`src/rtl/fupd_pkg.sv`:
```
// Types, codes and character tables shared by the file URI percent decoder.
package fupd_pkg;

   localparam int unsigned SCHEME_LEN = 7;
   localparam int unsigned HOST_LEN   = 9;
   localparam int unsigned FIFO_DEPTH = 4;
   localparam int unsigned FIFO_PTR_W = 2;
   localparam int unsigned FIFO_CNT_W = 3;

   localparam logic [7:0] CHAR_SLASH   = 8'h2F;
   localparam logic [7:0] CHAR_PERCENT = 8'h25;

   localparam logic [2:0] ST_OK        = 3'd0;
   localparam logic [2:0] ST_SCHEME    = 3'd1;
   localparam logic [2:0] ST_AUTHORITY = 3'd2;
   localparam logic [2:0] ST_ESCAPE    = 3'd3;
   localparam logic [2:0] ST_EMPTY     = 3'd4;

   localparam logic KIND_BYTE   = 1'b0;
   localparam logic KIND_STATUS = 1'b1;

   typedef enum logic [6:0] {
      PH_PREFIX = 7'b0000001,
      PH_AFTER  = 7'b0000010,
      PH_AUTH   = 7'b0000100,
      PH_PATH   = 7'b0001000,
      PH_HEX1   = 7'b0010000,
      PH_HEX2   = 7'b0100000,
      PH_ERROR  = 7'b1000000
   } phase_type;

   typedef struct packed {
      logic [7:0] uri_byte;
      logic       end_of_uri;
   } req_type;

   typedef struct packed {
      logic       item_kind;
      logic [7:0] path_byte;
      logic [2:0] status;
      logic       last;
   } rsp_type;

   // Characters of "file://"
   function automatic logic [7:0] scheme_char(input logic [3:0] idx);
      logic [7:0] c;
      case (idx)
         4'd0:    c = 8'h66;
         4'd1:    c = 8'h69;
         4'd2:    c = 8'h6C;
         4'd3:    c = 8'h65;
         4'd4:    c = 8'h3A;
         4'd5:    c = 8'h2F;
         4'd6:    c = 8'h2F;
         default: c = 8'h00;
      endcase
      return c;
   endfunction

   // Characters of "localhost"
   function automatic logic [7:0] host_char(input logic [3:0] idx);
      logic [7:0] c;
      case (idx)
         4'd0:    c = 8'h6C;
         4'd1:    c = 8'h6F;
         4'd2:    c = 8'h63;
         4'd3:    c = 8'h61;
         4'd4:    c = 8'h6C;
         4'd5:    c = 8'h68;
         4'd6:    c = 8'h6F;
         4'd7:    c = 8'h73;
         4'd8:    c = 8'h74;
         default: c = 8'h00;
      endcase
      return c;
   endfunction

   // Bit 4 set when the byte is a hex digit, low bits hold its value.
   function automatic logic [4:0] hex_digit(input logic [7:0] c);
      logic [4:0] d;
      if (c >= 8'h30 && c <= 8'h39) begin
         d = {1'b1, c[3:0]};
      end else if ((c >= 8'h61 && c <= 8'h66) || (c >= 8'h41 && c <= 8'h46)) begin
         d = {1'b1, c[3:0] + 4'd9};
      end else begin
         d = 5'd0;
      end
      return d;
   endfunction

endpackage

```
`src/rtl/file_uri_percent_decoder_unit.sv`:
```
// File URI checker and percent decoder with a small result queue.
//
//   channel   direction  ports                          payload
//   req       in         req_valid req_stall req_data   uri_byte, end_of_uri
//   rsp       out        rsp_valid rsp_stall rsp_data   item_kind, path_byte, status, last
//
// One byte per cycle unless stalled; its results land in a four-entry queue the next edge.
// A byte gives up to two results (path byte, then status on the last byte).
// req_stall rises when the queue has fewer than two free entries.
// Results leave one per cycle while rsp_stall is low.
// Synchronous reset returns to prefix matching and empties the queue.
module file_uri_percent_decoder_unit (
   input  logic              clock,
   input  logic              reset,
   input  logic              req_valid,
   output logic              req_stall,
   input  fupd_pkg::req_type req_data,
   output logic              rsp_valid,
   input  logic              rsp_stall,
   output fupd_pkg::rsp_type rsp_data
);
   import fupd_pkg::*;

   phase_type                phase_ff, phase_in;
   logic [3:0]               match_index_ff, match_index_in;
   logic [3:0]               high_nibble_ff, high_nibble_in;
   logic [2:0]               fault_code_ff, fault_code_in;

   rsp_type                  fifo_ff [FIFO_DEPTH];
   logic [FIFO_PTR_W-1:0]    wr_ptr_ff, wr_ptr_in, wr_ptr_nx;
   logic [FIFO_PTR_W-1:0]    rd_ptr_ff, rd_ptr_in;
   logic [FIFO_CNT_W-1:0]    count_ff, count_in;

   logic                     req_take, rsp_take;
   logic                     emit, push0, push1;
   logic [7:0]               byte_out;
   logic [2:0]               end_status;
   logic [4:0]               hex_d;
   logic [7:0]               c;
   rsp_type                  ent0, ent1, stat_ent;

   assign c         = req_data.uri_byte;
   assign hex_d     = hex_digit(c);
   assign req_stall = count_ff > FIFO_CNT_W'(FIFO_DEPTH - 2);
   assign req_take  = req_valid && !req_stall;
   assign rsp_valid = count_ff != '0;
   assign rsp_take  = rsp_valid && !rsp_stall;
   assign rsp_data  = fifo_ff[rd_ptr_ff];

   always_comb begin
      phase_in       = phase_ff;
      match_index_in = match_index_ff;
      high_nibble_in = high_nibble_ff;
      fault_code_in  = fault_code_ff;
      emit           = 1'b0;
      byte_out       = c;
      case (phase_ff)
         PH_PREFIX: begin
            if (match_index_ff < 4'(SCHEME_LEN) && c == scheme_char(match_index_ff)) begin
               if (match_index_ff == 4'(SCHEME_LEN - 1)) begin
                  phase_in       = PH_AFTER;
                  match_index_in = '0;
               end else begin
                  match_index_in = match_index_ff + 4'd1;
               end
            end else begin
               phase_in      = PH_ERROR;
               fault_code_in = ST_SCHEME;
            end
         end
         PH_AFTER: begin
            if (c == CHAR_SLASH) begin
               phase_in = PH_PATH;
               emit     = 1'b1;
            end else if (c == host_char(4'd0)) begin
               phase_in       = PH_AUTH;
               match_index_in = 4'd1;
            end else begin
               phase_in      = PH_ERROR;
               fault_code_in = ST_AUTHORITY;
            end
         end
         PH_AUTH: begin
            if (c == CHAR_SLASH) begin
               if (match_index_ff == 4'(HOST_LEN)) begin
                  phase_in       = PH_PATH;
                  match_index_in = '0;
                  emit           = 1'b1;
               end else begin
                  phase_in      = PH_ERROR;
                  fault_code_in = ST_AUTHORITY;
               end
            end else if (match_index_ff < 4'(HOST_LEN) && c == host_char(match_index_ff)) begin
               match_index_in = match_index_ff + 4'd1;
            end else begin
               phase_in      = PH_ERROR;
               fault_code_in = ST_AUTHORITY;
            end
         end
         PH_PATH: begin
            if (c == CHAR_PERCENT) begin
               phase_in = PH_HEX1;
            end else begin
               emit = 1'b1;
            end
         end
         PH_HEX1: begin
            if (hex_d[4]) begin
               high_nibble_in = hex_d[3:0];
               phase_in       = PH_HEX2;
            end else begin
               phase_in      = PH_ERROR;
               fault_code_in = ST_ESCAPE;
            end
         end
         PH_HEX2: begin
            if (hex_d[4]) begin
               emit     = 1'b1;
               byte_out = {high_nibble_ff, hex_d[3:0]};
               phase_in = PH_PATH;
            end else begin
               phase_in      = PH_ERROR;
               fault_code_in = ST_ESCAPE;
            end
         end
         default: begin
            phase_in = PH_ERROR;
         end
      endcase

      // Status is taken from the phase after this byte
      case (phase_in)
         PH_PREFIX: end_status = ST_SCHEME;
         PH_AFTER:  end_status = ST_EMPTY;
         PH_AUTH:   end_status = ST_AUTHORITY;
         PH_PATH:   end_status = ST_OK;
         PH_HEX1:   end_status = ST_ESCAPE;
         PH_HEX2:   end_status = ST_ESCAPE;
         default:   end_status = fault_code_in;
      endcase

      // Drop back to the start for the next URI
      if (req_data.end_of_uri) begin
         phase_in       = PH_PREFIX;
         match_index_in = '0;
         high_nibble_in = '0;
         fault_code_in  = ST_OK;
      end
   end

   always_comb begin
      stat_ent.item_kind = KIND_STATUS;
      stat_ent.path_byte = '0;
      stat_ent.status    = end_status;
      stat_ent.last      = 1'b1;

      ent1 = stat_ent;
      if (emit) begin
         ent0.item_kind = KIND_BYTE;
         ent0.path_byte = byte_out;
         ent0.status    = ST_OK;
         ent0.last      = 1'b0;
      end else begin
         ent0 = stat_ent;
      end

      push0     = req_take && (emit || req_data.end_of_uri);
      push1     = req_take && emit && req_data.end_of_uri;
      wr_ptr_nx = wr_ptr_ff + FIFO_PTR_W'(1);

      wr_ptr_in = wr_ptr_ff;
      if (push1) begin
         wr_ptr_in = wr_ptr_ff + FIFO_PTR_W'(2);
      end else if (push0) begin
         wr_ptr_in = wr_ptr_nx;
      end
      rd_ptr_in = rsp_take ? rd_ptr_ff + FIFO_PTR_W'(1) : rd_ptr_ff;
      count_in  = count_ff + FIFO_CNT_W'(push0) + FIFO_CNT_W'(push1)
                  - FIFO_CNT_W'(rsp_take);
   end

   always_ff @(posedge clock) begin
      if (reset) begin
         phase_ff       <= PH_PREFIX;
         match_index_ff <= '0;
         high_nibble_ff <= '0;
         fault_code_ff  <= ST_OK;
         wr_ptr_ff      <= '0;
         rd_ptr_ff      <= '0;
         count_ff       <= '0;
      end else begin
         if (req_take) begin
            phase_ff       <= phase_in;
            match_index_ff <= match_index_in;
            high_nibble_ff <= high_nibble_in;
            fault_code_ff  <= fault_code_in;
         end
         wr_ptr_ff <= wr_ptr_in;
         rd_ptr_ff <= rd_ptr_in;
         count_ff  <= count_in;
      end
   end

   always_ff @(posedge clock) begin
      if (push0) begin
         fifo_ff[wr_ptr_ff] <= ent0;
      end
      if (push1) begin
         fifo_ff[wr_ptr_nx] <= ent1;
      end
   end

   a_count_bound: assert property (@(posedge clock) disable iff (reset)
      count_ff <= FIFO_CNT_W'(FIFO_DEPTH))
      else $error("result queue overflow");

   a_end_restarts: assert property (@(posedge clock) disable iff (reset)
      req_take && req_data.end_of_uri |=> phase_ff == PH_PREFIX && fault_code_ff == ST_OK)
      else $error("last transaction did not restart the parser");

   a_error_coded: assert property (@(posedge clock) disable iff (reset)
      phase_ff == PH_ERROR |-> fault_code_ff != ST_OK)
      else $error("error phase without fault code");

   a_room_for_two: assert property (@(posedge clock) disable iff (reset)
      !req_stall |-> count_ff <= FIFO_CNT_W'(FIFO_DEPTH - 2))
      else $error("accepting without room for two results");

endmodule

```
`config.mk`:
```
export PLATFORM = sky130hd
export DESIGN_NAME = file_uri_percent_decoder_unit
export DESIGN_NICKNAME = d
export VERILOG_FILES = /design/src/rtl/fupd_pkg.sv /design/src/rtl/file_uri_percent_decoder_unit.sv
export SDC_FILE = /design/constraint.sdc
export NUM_CORES = 1
export LEC_CHECK = 0
export BUFFER_PORTS_ARGS = -buffer_cell sky130_fd_sc_hd__clkbuf_2
export CAP_MARGIN = 20
export CORE_MARGIN = 1
export CORE_UTILIZATION = 45
export DETAILED_ROUTE_END_ITERATION = 10
export GPL_TIMING_DRIVEN = 1
export PLACE_DENSITY = 0.61
export SETUP_SLACK_MARGIN = 0.4
export SLEW_MARGIN = 20
export SYNTH_ARGS = -nofsm -noshare
export SYNTH_HDL_FRONTEND = slang
export SYNTH_SLANG_ARGS = --single-unit
```
`constraint.sdc`:
```
create_clock -name clock -period 4.25 [get_ports clock]
set_clock_uncertainty 0.15 [all_clocks]
set_input_delay 0.85 -clock clock [delete_from_list [all_inputs] [get_ports clock]]
set_output_delay 0.85 -clock clock [all_outputs]
set_load 0.03 [all_outputs]
```
==> flow_summary.toml <==
[run_status]
status = "finished, final reports clean"

[sta]
maxSlewViolCount = 0
post-route-min-period_ns = 3.727
finalCritPeriodShare_pct = 87.69
tightestPinTransition_ns = 0.7523
worst_slack_ns = 0.5232
final.setup.tns_ns = 0
setup_viol = 0
slew-limit-headroom_pct = 49.78
timing.fmax_mhz = 268.3
hold_violations = 0
rsz0062_at_grt = "yes"

[synthesis]
synth_top_area_share_pct = 29.81
synthArstFlopShare_pct = 0
seq_area_frac_synth_pct = 37.58
synthTopCellsByCount = "70 x nor2_1, 69 x dfxtp_1, 32 x a211oi_1"
synth_edf_count = 12
synth_nets = 536
netlist_instances = 504
synth_area_per_cell_um2 = 9.195
synth_area_um2 = 4634
synth_area_leaders = "dfxtp_1 30%, edfxtp_1 7.8%, mux4_2 5.8%, nor2_1 5.7%, a211oi_1 5.2%"
synth_most_common_cell = "nor2_1"
yosysTopAreaCell = "dfxtp_1"
synth.ff_latch_count = 81
ys_warn_count = 0
synth_ff_type = "dfxtp_1"
netlist-cell-type-count = 73

[die]
start_util_pct = 46.98
die_w_um = 103.5
core_area_um2 = 9864
fp-row-count = 36
io_pins = 28
die_h_um = 103.5
dieArea_um2 = 10710

[worst_setup_path]
r2r_start = "match_index_ff[1]"
cp.arrival_ns = 3.83
critPathMaxStageDelay_ns = 0.57
cp_num_buf_inv = 2
r2r_cells = 12
critPathLaunchType = "register"
cp-end-kind = "register"
crit_family = "simple AND/OR/NAND/NOR gates"
cp.required_ns = 4.35
r2r_slack_ns = 0.52
crit_type = "reg -> reg"
crit_path_max_fanout = 6
path_cells = "inv_1 > ha_1 > nor3_1 > a21oi_1 > or4_4 > o41a_1 > or4b_4 > a21boi_4 > inv_1 > ha_1 > and4_1 > a31o_1"
worst_path_max_delay_cell = "or4b_4"

[finish]
drive_above_1_share_pct = 19.07
multiInputGateArea_um2 = 2671
fill_cells = 913
area.sequential_um2 = 1747
area_growth_pct = 12.07
layout.nets = 562
diodes = 0

[routing]
vias = 3768
drt_iter0_drc = 143
finalWirelength_um = 10890
ant_nets = 0
routed_via_density = 5.641
route.detailed.wl_per_inst_um = 16.30
drt-pass1-iter-count = 4
drcViolationCount = 0

[power]
p_leak_uw = 0.001962
vdd_drop_max_mv = 0.2314
p_per_area_nw_per_um2 = 499.5

[clocking]
ctsLongestPathBuffers = 2
cts.sinks = 81
path_clk_slew_ns = 0.10
cts_tree = "yes"
root_buffer = "clkbuf_8"
htreeDepth = 3
numCtsBuffers = 9
worstSkewPairLatency_ns = 0.35
ctsHoldBuffers = 0

[hold_path]
hold_class = "reg -> reg"
hold_depth = 2
hp-start = "fifo_ff[0][0]"
whs_endpoint = "fifo_ff[0][0]"

[placed_design]
hpwl_um = 7978
portBuffers = 27
gp_congestion = 0.9186
pre_cts_ws_ns = 0.1874

[global_route]
grt_pass1_vias = 3652
grt-ovfl-total = 0
grt_max_degree = 27
antenna_found_initial = 0
grtUsageTotal_pct = 21.86
grt_pass1_wl_um = 17770

[run]
cap_viol_max_count = 0
-- what timing repair did --
action                                 4_1_cts  5_1_grt
pin swaps                                    1        1
endpoints found under the hold margin        0        0
setup endpoints to repair                    3        5
gates resized for setup                      3        3
setup buffers                                1        0
-- metal layers --
| layer | global-route usage, % | wire [um] |
|---|---|---|
| met2 | 39.07 | 5356 |
| met3 | 4.167 | 476 |
| met5 | 0 | 0 |
| met4 | 6.934 | 210 |
| met1 | 26.44 | 4844 |
-- registers in the layout, indices dropped and copies added (netlist names), named ones only --
| signal | count |
|---|---|
| match_index_ff | 4 |
| count_ff | 3 |
| wr_ptr_ff | 2 |
| high_nibble_ff | 4 |
| phase_ff | 7 |
| rd_ptr_ff | 2 |
| fifo_ff | 48 |
| fault_code_ff | 3 |
-- cell families (layout without fill, tap and decap cells) --
family | count (synthesis) | in the layout | synth area share (%)
and+or+nand+nor | 187 | 187 | 21.38
AOI/OAI and AO/OA | 124 | 124 | 19.17
DFF | 81 | 81 | 37.58
buffers and inverters | 54 | 85 | 5.130
muxes | 23 | 23 | 8.261
adders and majority gates | 19 | 19 | 5.454
xor gates and xnor gates | 16 | 16 | 3.024
-- worst max path at each step --
| stage | startpoint | end | slack [ns] | cells past startpoint |
|---|---|---|---|---|
| global route | match_index_ff[1] | register | 0.38 | 12 |
| CTS | match_index_ff[0] | register | 0.40 | 12 |
| floorplan | req_data[5] | count_ff[1] | 0.39 | 13 |
| finish | match_index_ff[1] | register | 0.52 | 12 |
| global placement | req_data[4] | count_ff[1] | 0.23 | 12 |
| detailed placement | req_data[7] | count_ff[1] | 0.19 | 12 |
-- per-stage QoR --
step	hold WS [ns]	cells	utilization (%)	instance area, um^2	power (uW)
final	0.3043	668	52.65	5194	2595
after CTS	0.3069	668	52.59	5187	2610
after detailed placement	0.2922	651	50.05	4937	1933
after global routing	0.3268	668	52.65	5194	2755
after global placement	0.2863	651	50.05	4937	1908
after floorplan	0.2756	504	-	4654	1716
-- cell usage in the layout (no fill, tap or decap), drive strengths merged, types with 4 or more instances in the layout --
cell / n
nand2b: 9
o21ai: 12
and3: 4
buf: 21
or4: 4
nor3: 15
a21oi: 26
dfxtp: 69
inv: 23
and2: 19
o22ai: 5
edfxtp: 12
xor2: 7
a21boi: 5
nand2: 15
nand3: 8
nor3b: 5
a31oi: 4
clkbuf: 38
ha: 17
a211oi: 32
nor2b: 6
a22oi: 11
o21a: 6
mux4: 12
nor2: 70
or3: 5
mux2i: 9
or2: 8
xnor2: 9
-- worst register-to-register path, delay by kind of cell, from the launching register on --
| kind | cells | cell delay, ns |
|---|---|---|
| buffers and inverters | 2 | 0.16 |
| and+or+nand+nor | 4 | 1.54 |
| DFF | 1 | 0.38 |
| AOI/OAI and AO/OA | 4 | 0.95 |
| adders and majority gates | 2 | 0.46 |
-- layout make-up --
type,instances,share of cell area (%)
inverter,21,1.518
sequential,81,33.63
timing repair buffer,48,5.637
clock inverter,5,1.638
tap,133,3.204
multi-input combinational,369,51.43
clock buffer,11,2.939
-- power by group --
part,switching [uW],internal [uW],total [uW]
combinational,509,373,882
clock,306,372,677
sequential,108,927,1030
total,923,1670,2590
(Power assumes the default switching activity.)
